**src/design/vcpb_pkg.sv**
```systemverilog
// ----------------------------------------------------------------------------
// vcpb_pkg
// Shared types and constants for the virtual channel packet buffer.
// ----------------------------------------------------------------------------
`default_nettype none

package vcpb_pkg;

	// default sizes of the buffer
	localparam int VC_COUNT_DEF    = 4;
	localparam int VC_DEPTH_DEF    = 16;
	localparam int HANDLE_BITS_DEF = 16;

	// fixed field widths
	localparam int VC_FIELD_W  = 2;
	localparam int CAP_W       = 5;
	localparam int OCC_FIELD_W = 7;

	// capacity register value after reset
	localparam logic [CAP_W-1:0] CAP_RESET = 5'd16;

	// item action codes
	localparam logic ACT_PUSH = 1'b0;
	localparam logic ACT_POP  = 1'b1;

	// sequencer states
	typedef enum logic [2:0] {
		ST_IDLE,
		ST_PUSH,
		ST_SCAN,
		ST_DRAIN,
		ST_RESULT
	} vcpb_state_t;

endpackage : vcpb_pkg

`default_nettype wire

```
**src/design/vcpb_ram.sv**
```systemverilog
// ----------------------------------------------------------------------------
// vcpb_ram
// Generic simple dual-port RAM, one write and one registered read port.
// ----------------------------------------------------------------------------
`default_nettype none

module vcpb_ram #(
	parameter int WIDTH = 17,
	parameter int DEPTH = 64,
	localparam int AW = (DEPTH > 1) ? $clog2(DEPTH) : 1
) (
	input  wire logic             clk,
	input  wire logic             wr_en,
	input  wire logic [AW-1:0]    wr_addr,
	input  wire logic [WIDTH-1:0] wr_data,
	input  wire logic             rd_en,
	input  wire logic [AW-1:0]    rd_addr,
	output logic      [WIDTH-1:0] rd_data
);

	logic [WIDTH-1:0] mem [DEPTH];

	// write port
	always_ff @(posedge clk) begin
		if (wr_en) begin
			mem[wr_addr] <= wr_data;
		end
	end

	// registered read port
	always_ff @(posedge clk) begin
		if (rd_en) begin
			rd_data <= mem[rd_addr];
		end
	end

endmodule : vcpb_ram

`default_nettype wire

```
**src/design/vc_packet_buffer_rr_arbiter_top.sv**
```systemverilog
// ----------------------------------------------------------------------------
// vc_packet_buffer_rr_arbiter_top
// Ejection-side flit buffer with per-VC FIFOs and round-robin packet pop.
// ----------------------------------------------------------------------------
// Every item gives exactly one result. Flits of all VCs share one RAM of
// VC_COUNT*VC_DEPTH entries (handle plus tail mark), each VC a circular
// region of it; head pointers, flit and packet counts sit in flip-flops.
// A push goes through accept, RAM write and result. A pop goes through
// accept, a scan of the VCs one per cycle from the round-robin turn, a
// drain of the packet one flit per cycle through the RAM read port (no
// drain when no packet is found), and result. A new item is taken as
// soon as the previous result has moved to the output register, even if
// that result is still waiting on out_ready. The capacity is clipped to
// VC_DEPTH at push admission; no RAM clearing is needed after reset.
// ----------------------------------------------------------------------------
`default_nettype none

module vc_packet_buffer_rr_arbiter_top
	import vcpb_pkg::*;
#(
	parameter int VC_COUNT    = VC_COUNT_DEF,
	parameter int VC_DEPTH    = VC_DEPTH_DEF,
	parameter int HANDLE_BITS = HANDLE_BITS_DEF
) (
	input  wire logic                   clk,
	input  wire logic                   arst_n,
	// configuration
	input  wire logic                   cfg_we,
	input  wire logic [CAP_W-1:0]       cfg_wdata,
	// input items
	input  wire logic                   in_valid,
	output logic                        in_ready,
	input  wire logic                   action,
	input  wire logic [VC_FIELD_W-1:0]  vc_index,
	input  wire logic [HANDLE_BITS-1:0] flit_handle,
	input  wire logic                   is_tail,
	// result items
	output logic                        out_valid,
	input  wire logic                   out_ready,
	output logic                        push_accepted,
	output logic                        packet_valid,
	output logic [HANDLE_BITS-1:0]      packet_handle,
	output logic [VC_FIELD_W-1:0]       packet_vc,
	output logic [OCC_FIELD_W-1:0]      total_occupancy
);

	localparam int VC_W   = (VC_COUNT > 1) ? $clog2(VC_COUNT) : 1;
	localparam int PTR_W  = $clog2(VC_DEPTH);
	localparam int CNT_W  = $clog2(VC_DEPTH + 1);
	localparam int SUM_W  = CNT_W + 1;
	localparam int SLOTS  = VC_COUNT * VC_DEPTH;
	localparam int ADDR_W = (SLOTS > 1) ? $clog2(SLOTS) : 1;
	localparam int OCC_W  = $clog2(SLOTS + 1);
	localparam int WORD_W = HANDLE_BITS + 1;

	localparam logic [VC_W-1:0]   VC_LAST    = VC_W'(VC_COUNT - 1);
	localparam logic [PTR_W-1:0]  PTR_LAST   = PTR_W'(VC_DEPTH - 1);
	localparam logic [SUM_W-1:0]  DEPTH_S    = SUM_W'(VC_DEPTH);
	localparam logic [CNT_W-1:0]  DEPTH_C    = CNT_W'(VC_DEPTH);
	localparam logic [CNT_W-1:0]  CNT_ONE    = CNT_W'(1);
	localparam logic [ADDR_W-1:0] DEPTH_A    = ADDR_W'(VC_DEPTH);
	localparam logic [OCC_W-1:0]  OCC_ONE    = OCC_W'(1);

	vcpb_state_t state_q, state_nx;

	// per-VC bookkeeping
	logic [PTR_W-1:0] head_q     [VC_COUNT];
	logic [CNT_W-1:0] flit_cnt_q [VC_COUNT];
	logic [CNT_W-1:0] pkt_cnt_q  [VC_COUNT];
	logic [VC_W-1:0]  rr_turn_q;
	logic [OCC_W-1:0] total_q;
	logic [CAP_W-1:0] cap_q;

	// current item
	logic                   vc_ok_q;
	logic [HANDLE_BITS-1:0] handle_q;
	logic                   tail_q;
	logic [VC_W-1:0]        cur_vc_q;
	logic [VC_W-1:0]        scan_cnt_q;

	// pending result
	logic                   res_acc_q;
	logic                   res_pv_q;
	logic [HANDLE_BITS-1:0] res_handle_q;
	logic [VC_FIELD_W-1:0]  res_vc_q;

	// output register
	logic                   out_valid_q;
	logic                   out_acc_q;
	logic                   out_pv_q;
	logic [HANDLE_BITS-1:0] out_handle_q;
	logic [VC_FIELD_W-1:0]  out_vc_q;
	logic [OCC_FIELD_W-1:0] out_occ_q;

	// ram signals
	logic              ram_we;
	logic              ram_re;
	logic [ADDR_W-1:0] wr_addr;
	logic [ADDR_W-1:0] rd_addr;
	logic [WORD_W-1:0] wr_word;
	logic [WORD_W-1:0] rd_word;

	// derived values for the current VC
	logic              in_acc;
	logic [PTR_W-1:0]  cur_head;
	logic [CNT_W-1:0]  cur_flits;
	logic [CNT_W-1:0]  cur_pkts;
	logic [PTR_W-1:0]  head_nx;
	logic [SUM_W-1:0]  pos_sum;
	logic [PTR_W-1:0]  wr_pos;
	logic [VC_W-1:0]   cur_vc_nx;
	logic              fits;
	logic              push_ok;
	logic              vc_hit;
	logic              scan_last;
	logic              drain_done;
	logic              out_free;
	logic              res_load;

	assign in_acc    = in_valid && in_ready;
	assign cur_head  = head_q[cur_vc_q];
	assign cur_flits = flit_cnt_q[cur_vc_q];
	assign cur_pkts  = pkt_cnt_q[cur_vc_q];

	// circular pointer arithmetic
	assign head_nx   = (cur_head == PTR_LAST) ? '0 : cur_head + PTR_W'(1);
	assign pos_sum   = SUM_W'(cur_head) + SUM_W'(cur_flits);
	assign wr_pos    = (pos_sum >= DEPTH_S) ? PTR_W'(pos_sum - DEPTH_S) : PTR_W'(pos_sum);
	assign cur_vc_nx = (cur_vc_q == VC_LAST) ? '0 : cur_vc_q + VC_W'(1);

	// push admission, capacity clipped to the fifo depth
	assign fits    = (32'(cur_flits) < 32'(cap_q)) && (cur_flits < DEPTH_C);
	assign push_ok = vc_ok_q && fits;

	// scan and drain conditions
	assign vc_hit     = (cur_pkts != '0) && (cur_flits != '0);
	assign scan_last  = (scan_cnt_q == VC_LAST);
	assign drain_done = rd_word[0] || (cur_flits == CNT_ONE);

	assign out_free = !out_valid_q || out_ready;

	// ram addressing: the region of the current VC plus a pointer
	assign wr_addr = ADDR_W'(cur_vc_q) * DEPTH_A + ADDR_W'(wr_pos);
	assign rd_addr = ADDR_W'(cur_vc_q) * DEPTH_A
		+ ADDR_W'((state_q == ST_DRAIN) ? head_nx : cur_head);
	assign wr_word = {handle_q, tail_q};

	vcpb_ram #(
		.WIDTH (WORD_W),
		.DEPTH (SLOTS)
	) u_flit_ram (
		.clk     (clk),
		.wr_en   (ram_we),
		.wr_addr (wr_addr),
		.wr_data (wr_word),
		.rd_en   (ram_re),
		.rd_addr (rd_addr),
		.rd_data (rd_word)
	);

	// next state
	always_comb begin
		state_nx = state_q;
		case (state_q)
			ST_IDLE: begin
				if (in_acc) begin
					state_nx = (action == ACT_POP) ? ST_SCAN : ST_PUSH;
				end
			end
			ST_PUSH: begin
				state_nx = ST_RESULT;
			end
			ST_SCAN: begin
				if (vc_hit) begin
					state_nx = ST_DRAIN;
				end else if (scan_last) begin
					state_nx = ST_RESULT;
				end
			end
			ST_DRAIN: begin
				if (drain_done) begin
					state_nx = ST_RESULT;
				end
			end
			ST_RESULT: begin
				if (out_free) begin
					state_nx = ST_IDLE;
				end
			end
			default: begin
				state_nx = ST_IDLE;
			end
		endcase
	end

	// state outputs
	always_comb begin
		in_ready = 1'b0;
		ram_we   = 1'b0;
		ram_re   = 1'b0;
		res_load = 1'b0;
		case (state_q)
			ST_IDLE: begin
				in_ready = 1'b1;
			end
			ST_PUSH: begin
				ram_we = push_ok;
			end
			ST_SCAN: begin
				ram_re = vc_hit;
			end
			ST_DRAIN: begin
				ram_re = !drain_done;
			end
			ST_RESULT: begin
				res_load = out_free;
			end
			default: begin
				in_ready = 1'b0;
			end
		endcase
	end

	// state register
	always_ff @(posedge clk or negedge arst_n) begin
		if (!arst_n) begin
			state_q <= ST_IDLE;
		end else begin
			state_q <= state_nx;
		end
	end

	// capacity register
	always_ff @(posedge clk or negedge arst_n) begin
		if (!arst_n) begin
			cap_q <= CAP_RESET;
		end else if (cfg_we) begin
			cap_q <= cfg_wdata;
		end
	end

	// per-VC counters, turn and occupancy
	always_ff @(posedge clk or negedge arst_n) begin
		if (!arst_n) begin
			for (int i = 0; i < VC_COUNT; i++) begin
				head_q[i]     <= '0;
				flit_cnt_q[i] <= '0;
				pkt_cnt_q[i]  <= '0;
			end
			rr_turn_q <= '0;
			total_q   <= '0;
		end else begin
			case (state_q)
				ST_PUSH: begin
					if (push_ok) begin
						flit_cnt_q[cur_vc_q] <= cur_flits + CNT_ONE;
						total_q              <= total_q + OCC_ONE;
						if (tail_q) begin
							pkt_cnt_q[cur_vc_q] <= cur_pkts + CNT_ONE;
						end
					end
				end
				ST_DRAIN: begin
					head_q[cur_vc_q]     <= head_nx;
					flit_cnt_q[cur_vc_q] <= cur_flits - CNT_ONE;
					total_q              <= total_q - OCC_ONE;
					if (drain_done) begin
						pkt_cnt_q[cur_vc_q] <= cur_pkts - CNT_ONE;
						rr_turn_q           <= cur_vc_nx;
					end
				end
				default: begin
					rr_turn_q <= rr_turn_q;
				end
			endcase
		end
	end

	// item capture and scan position
	always_ff @(posedge clk) begin
		if (in_acc) begin
			vc_ok_q    <= (32'(vc_index) < 32'(VC_COUNT));
			handle_q   <= flit_handle;
			tail_q     <= is_tail;
			cur_vc_q   <= (action == ACT_POP) ? rr_turn_q : VC_W'(vc_index);
			scan_cnt_q <= '0;
		end else if (state_q == ST_SCAN && !vc_hit && !scan_last) begin
			cur_vc_q   <= cur_vc_nx;
			scan_cnt_q <= scan_cnt_q + VC_W'(1);
		end
	end

	// result fields
	always_ff @(posedge clk) begin
		case (state_q)
			ST_PUSH: begin
				res_acc_q    <= push_ok;
				res_pv_q     <= 1'b0;
				res_handle_q <= '0;
				res_vc_q     <= '0;
			end
			ST_SCAN: begin
				res_acc_q    <= 1'b0;
				res_pv_q     <= 1'b0;
				res_handle_q <= '0;
				res_vc_q     <= '0;
			end
			ST_DRAIN: begin
				res_handle_q <= rd_word[WORD_W-1:1];
				if (drain_done) begin
					res_pv_q <= 1'b1;
					res_vc_q <= VC_FIELD_W'(cur_vc_q);
				end
			end
			default: begin
				res_acc_q <= res_acc_q;
			end
		endcase
	end

	// output register valid
	always_ff @(posedge clk or negedge arst_n) begin
		if (!arst_n) begin
			out_valid_q <= 1'b0;
		end else if (res_load) begin
			out_valid_q <= 1'b1;
		end else if (out_ready) begin
			out_valid_q <= 1'b0;
		end
	end

	// output register payload
	always_ff @(posedge clk) begin
		if (res_load) begin
			out_acc_q    <= res_acc_q;
			out_pv_q     <= res_pv_q;
			out_handle_q <= res_handle_q;
			out_vc_q     <= res_vc_q;
			out_occ_q    <= OCC_FIELD_W'(total_q);
		end
	end

	assign out_valid       = out_valid_q;
	assign push_accepted   = out_acc_q;
	assign packet_valid    = out_pv_q;
	assign packet_handle   = out_handle_q;
	assign packet_vc       = out_vc_q;
	assign total_occupancy = out_occ_q;

endmodule : vc_packet_buffer_rr_arbiter_top

`default_nettype wire

```
**config.mk**
```make
export PLATFORM = sky130hd
export DESIGN_NAME = vc_packet_buffer_rr_arbiter_top
export DESIGN_NICKNAME = d
export VERILOG_FILES = /design/src/design/vcpb_pkg.sv /design/src/design/vcpb_ram.sv /design/src/design/vc_packet_buffer_rr_arbiter_top.sv
export SDC_FILE = /design/constraint.sdc
export NUM_CORES = 1
export LEC_CHECK = 0
export BUFFER_PORTS_ARGS = -buffer_cell sky130_fd_sc_hd__buf_2
export CAP_MARGIN = 10
export CORE_UTILIZATION = 40
export CTS_CLUSTER_SIZE = 8
export DETAILED_ROUTE_END_ITERATION = 8
export GPL_ROUTABILITY_DRIVEN = 0
export MAX_ROUTING_LAYER = met4
export PLACE_DENSITY = 0.52
export SYNTH_ARGS = -nofsm -noshare
export SYNTH_HDL_FRONTEND = slang
export SYNTH_HIERARCHICAL = 1
export SYNTH_SLANG_ARGS = --single-unit
```
**constraint.sdc**
```tcl
create_clock -name clk -period 6 [get_ports clk]
set_input_delay 0.3 -clock clk [delete_from_list [all_inputs] [get_ports clk]]
set_output_delay 0.3 -clock clk [all_outputs]
set_load 0.01 [all_outputs]
```
Yosys cells after proc, flatten, opt, wreduce, memory -nomap -nowiden --
Memory sizes are Yosys's and may differ from the RTL's. A register that Yosys moved wholly into a read port is not among the register bits. Index checks and enable logic that the tools add are counted.
Cells by class: muxes and demuxes 54, $add $sub $neg 13, multipliers 0, div/mod/pow operators 0, equal/unequal tests 14, shifts and indexed selects 0, bitwise operators 1, order comparisons 5, reduce and logical (&&, ||, !) cells 26
Operators with widths (number):
- $bwmux 20 | 4
- $mux 20 | 4
- $pmux 20 s2 | 2
- $pmux 16 s2 | 1
- $mux 5 | 5
- $mux 4 | 6
- $bmux 5 s2 | 2
- $bwmux 16 | 1
- $mux 3 | 5
- $pmux 3 s5 | 1
- $pmux 7 s2 | 1
- $add 6x4->6 | 2
- $mux 2 | 6
- $add 5x1->5 const B | 2
- $demux 5 s2 | 1
- $ne 2x2->1 const B | 5
- $reduce_bool 2->1 | 5
- $reduce_bool 5->1 | 2
- $sub 5x1->5 const B | 2
- $bmux 4 s2 | 1
- $demux 4 s2 | 1
- $mux 1 | 8
- $reduce_and 4->1 | 2
- $add 7x1->7 const B | 1
- other kinds (27) | 43
Word-level totals: memory bits (read-only) 0, output and inout bits 29, word-level logic and storage cells 144, memories 1, bits in writable memories 1088, flip-flop bits (word level) 142, bits in latches 0, input bits 30
Memory list:
- u_flit_ram.mem | words 64, bits a word 17, rd ports 1, clocked after Yosys merged registers in 1, wr ports 1, RTL line vcpb_ram.sv:21 | logic [WIDTH-1:0] mem [DEPTH];

Longest topological paths before layout --
word-level depth 11, depth in mapped cells 15, gate-level depth less buffers 11

By module --
Netlist, hierarchy kept.
Modules (own cells, without submodules):
- vcpb_ram | sequential area each 33181.8 um2, area each 42514.5 um2, cells an instance 1953, instances 1
- vc_packet_buffer_rr_arbiter_top | sequential area each 3875.0 um2, area each 6497.5 um2, cells an instance 478, instances 1

Worst setup path before layout --
No wires, ideal clock.
path type register -> register, from reg cur_vc_q[1], to mem u_flit_ram.mem[48][0] (enable), library setup time 412 ps, clock period less this slack 4565 ps, path buffers 2, data required time 5588 ps, stages on the path, launching flop included 12, data arrival time 4153 ps, path slack 1435 ps, cell sequence edfxtp_1 > clkbuf_2 > buf_1 > mux4_2 > ha_1 > a41o_1 > a211oi_2 > o31ai_1 > nor3_1 > nor2b_1 > nand4b_1 > nor3_1
Between the ends: longest elaborated chain between the ends 9, elaborated cells between the ends (all ways) 18, those cells by class 3 x add/sub; 3 x order compare; 10 x mux; 1 x bitwise; 1 x reduce/logical
Ends and longest elaborated chain:
- from (decl) | RTL line vc_packet_buffer_rr_arbiter_top.sv:78 | logic [VC_W-1:0] cur_vc_q;
- from (signal assigned) | RTL line vc_packet_buffer_rr_arbiter_top.sv:285 | cur_vc_q <= (action == ACT_POP) ? rr_turn_q : VC_W'(vc_index);
- from (signal assigned) | RTL line vc_packet_buffer_rr_arbiter_top.sv:288 | cur_vc_q <= cur_vc_nx;
- $not 2->3 (implied by the code) (*) | RTL line vc_packet_buffer_rr_arbiter_top.sv:122 | assign cur_flits = flit_cnt_q[cur_vc_q];
- $bmux 5 s2 (*) | RTL line vc_packet_buffer_rr_arbiter_top.sv:122
- $mux 5 (implied by the code) (*) (2 in a row) | RTL line vc_packet_buffer_rr_arbiter_top.sv:122
- $lt 5x5->1 | RTL line vc_packet_buffer_rr_arbiter_top.sv:132 | assign fits = (32'(cur_flits) < 32'(cap_q)) && (cur_flits < DEPTH_C);
- $logic_and 1x1->1 (*) | RTL line vc_packet_buffer_rr_arbiter_top.sv:132
- $mux 1 (*) | RTL line vc_packet_buffer_rr_arbiter_top.sv:202 | case (state_q)
- via ram_we | RTL line vc_packet_buffer_rr_arbiter_top.sv:96 | logic ram_we;
- $mux 1 (*) | RTL line vcpb_ram.sv:25 | if (wr_en) begin
- $mux 1 (implied by the code) (*) | RTL line vcpb_ram.sv:26 | mem[wr_addr] <= wr_data;
- to (decl) | RTL line vcpb_ram.sv:21
Mark *: on every way through the listed nets, which the timed path passes. The rest lies on a longest branch. The select of a mux whose other input is x is not followed.

Worst setup path in the final report --
from reg cur_vc_q[0], to mem u_flit_ram.mem[6][4] (enable)
The elaborated chain is that of the path after synthesis.

==> results.cfg <==
[drt]
first_pass_iters = 5
wirelength_um = 122700
wl_per_cell_um = 27.95
route.detailed.drc = 0
drt_iter0_drc = 2077
ant_nets = 0
vias = 24495
viasPerCell = 5.578

[worst_setup_path]
worstReg2RegStart = cur_vc_q[0]
rr_worst_depth = 10
cp_max_fo = 17
cpMaxStageDelayCell = edfxtp_1
reg2reg_to = u_flit_ram/mem[6][4]
critPathCaptureType = register
critPathKind = register to register
start_kind = register
arrival_ns = 5.78
worstPathRequired_ns = 6.44
ff2ff_setup_slack_ns = 0.66
path_cells = mux4_2 > ha_1 > a41o_1 > a211oi_2 > o31ai_1 > nor3_1 > nor2b_1 > nand3_1 > nor2_2 > buf_4
cpPeakStageDelay_ns = 0.80

[pwr]
peakVddDrop_mv = 0.3974
pwr_density_cell_nw_per_um2 = 569.1
total_leakage_power_nw = 18.60

[finish]
design_area_um2 = 57000
fin_nets = 2774
syn2layout_area_growth_pct = 16.30
fill_cells = 10085
drive_above_1_share_pct = 25.90
layout_common_cells = edfxtp_1, mux4_2, clkbuf_16, mux2i_1, buf_4
final_common_cell = edfxtp_1

[floorplanning]
start_util_pct = 40.27
die_h_um = 352.0
dieArea_um2 = 123900
ios = 59
core_um2 = 121700
rows = 128
die_x_um = 352.0

[logic_synthesis]
synth.distinct_cells = 63
yosysTopAreaCell = edfxtp_1
syn_nets = 2487
synth_top_area_share_pct = 71.75
yosysWarnings = 6
yosys-top-cells-area = edfxtp_1, mux4_2, dfrtp_1
synth_cells = 2431
synth_edf_count = 1171
async_reset_ff_share_pct = 5.934
syn_area_per_cell_um2 = 20.16
ys_ff_latch = 1247
synth_seq_area_share_pct = 75.61
syn_area_um2 = 49010
synthFlopType = edfxtp_1

[clock_network]
htreeDepth = 4
cts_hold_buffers = 40
clock_path_buffers = 3
clock_latency_ns = 0.79
post_cts_buffers = 0
cts_tree = built
numCtsBuffers = 174
clock_sinks = 1247
cts_resized = 0
clockRootBuffer = clkbuf_16
cts.clk_slew.worst_paths_ns = 0.05

[run_status]
outcome = finished, final reports clean

[place]
post_dp_cell_area_um2 = 51820
port_buffers = 58
place_hpwl_um = 75140

[timing]
drv_slew = 0
fin_crit_sh_pct = 89.06
setup_violations = 0
fmax_mhz = 187.1
relSlewSlack_pct = 26.04
fin_worst_skew_ns = 0.03188
finalHoldViolCount = 0
worst_pin_slew_ns = 1.107
setup-tns-final_ns = 0
rsz0062_at_grt = no
post-route-min-period_ns = 5.344

[hold_path]
hp-class = primary input to asynchronous set/reset pin

[flow_run]
cap_violations = 0

[grt]
grt_usage_pct = 20.56
grt-ovfl-total = 0
grt_pass1_vias = 25468
antenna_found_initial = 2
grt_pass1_wl_um = 178700
grt_max_degree = 86
flip-flops by register name, summed over array words and instances, names as in the netlist, 16 cells and up, named ones only:
register            flops
u_flit_ram/rd_data     17
handle_q               16
packet_handle          16
res_handle_q           16
head_q                 16
u_flit_ram/mem       1088
pkt_cnt_q              16
flit_cnt_q             16
synth_stat cells, drive strengths merged (7+ instances only):
| master | instances |
|---|---|
| edfxtp | 1171 |
| mux4 | 229 |
| mux2i | 146 |
| nor2 | 113 |
| nand2 | 80 |
| dfrtp | 73 |
| buf | 71 |
| a22oi | 64 |
| clkbuf | 56 |
| mux2 | 56 |
| a221oi | 45 |
| and3 | 33 |
| inv | 31 |
| nor2b | 28 |
| a211oi | 26 |
| o21ai | 26 |
| ha | 24 |
| a21oi | 23 |
| nand3 | 18 |
| xnor2 | 16 |
| and4 | 11 |
| o221ai | 11 |
| nor3 | 9 |
| nand4 | 7 |
worst max path at each step:
stage,from,to,slack (ns),cells past startpoint
final,cur_vc_q[0],u_flit_ram/mem[6][4],0.66,10
after global routing,cur_vc_q[0],u_flit_ram/mem[6][15],0.41,10
after CTS,cur_vc_q[0],u_flit_ram/mem[6][15],0.62,10
after detailed placement,cur_vc_q[0],u_flit_ram/mem[6][5],0.66,10
after global placement,cur_vc_q[0],u_flit_ram/mem[6][5],0.69,10
after floorplan,cur_vc_q[1],u_flit_ram/mem[48][0],1.43,11
area by class of cell:
class / instances / area (um^2) / area share [%]
clock inverter: 16 / 274.0 / 0.4807
clock buffer: 207 / 4509 / 7.911
inverter: 31 / 116.4 / 0.2041
multi-input combinational: 1026 / 11170 / 19.59
timing repair buffer: 238 / 1844 / 3.235
sequential: 1247 / 37060 / 65.01
tap: 1625 / 2033 / 3.567
antenna: 1 / 2.502 / 0.004390
worst max-delay path: cells and delay by family (launching register included):
| family | cells | cell delay (ns) |
|---|---|---|
| fa+ha+maj | 1 | 0.35 |
| buf+inv | 1 | 0.32 |
| flops | 1 | 0.80 |
| simple gates | 4 | 2.06 |
| compound gates | 3 | 0.75 |
| mux | 1 | 0.69 |
metal layers:
layer	track usage (%)	wire, um
met1	26.04	51050
met2	32.98	60720
met3	3.632	6716
met4	8.009	4244
met5	-	0
stage by stage:
stage / utilization, % / std cells / power (W) / hold WS [ns] / setup WS (ns)
after CTS: 46.83 / 4390 / 0.03285 / 0.1758 / 0.6153
after detailed placement: 42.57 / 4127 / 0.02398 / 0.4045 / 0.6621
after floorplan: - / 2431 / 0.01954 / 0.004409 / 1.435
after global routing: 46.83 / 4390 / 0.03375 / 0.2050 / 0.4088
final: 46.83 / 4391 / 0.03244 / 0.2018 / 0.6561
after global placement: 42.57 / 4127 / 0.02387 / 0.4018 / 0.6870
report_power, final:
group          total, W  internal, W  switching (W)
logic            0.0129      0.00509        0.00780
registers        0.0108       0.0105       0.000303
clock network   0.00875      0.00523        0.00352
total            0.0324       0.0208         0.0116
cells by family after synthesis:
logic type | after synthesis | synth area share [%]
AND/OR/NAND/NOR | 324 | 3.173
multiplexers | 431 | 14.79
buffers and inverters | 158 | 1.815
XOR/XNOR | 21 | 0.3753
adder cells (fa/ha/maj) | 26 | 0.6944
flip-flops | 1247 | 75.61
AO/OA/AOI/OAI | 224 | 3.543
(Power assumes the default switching activity.)
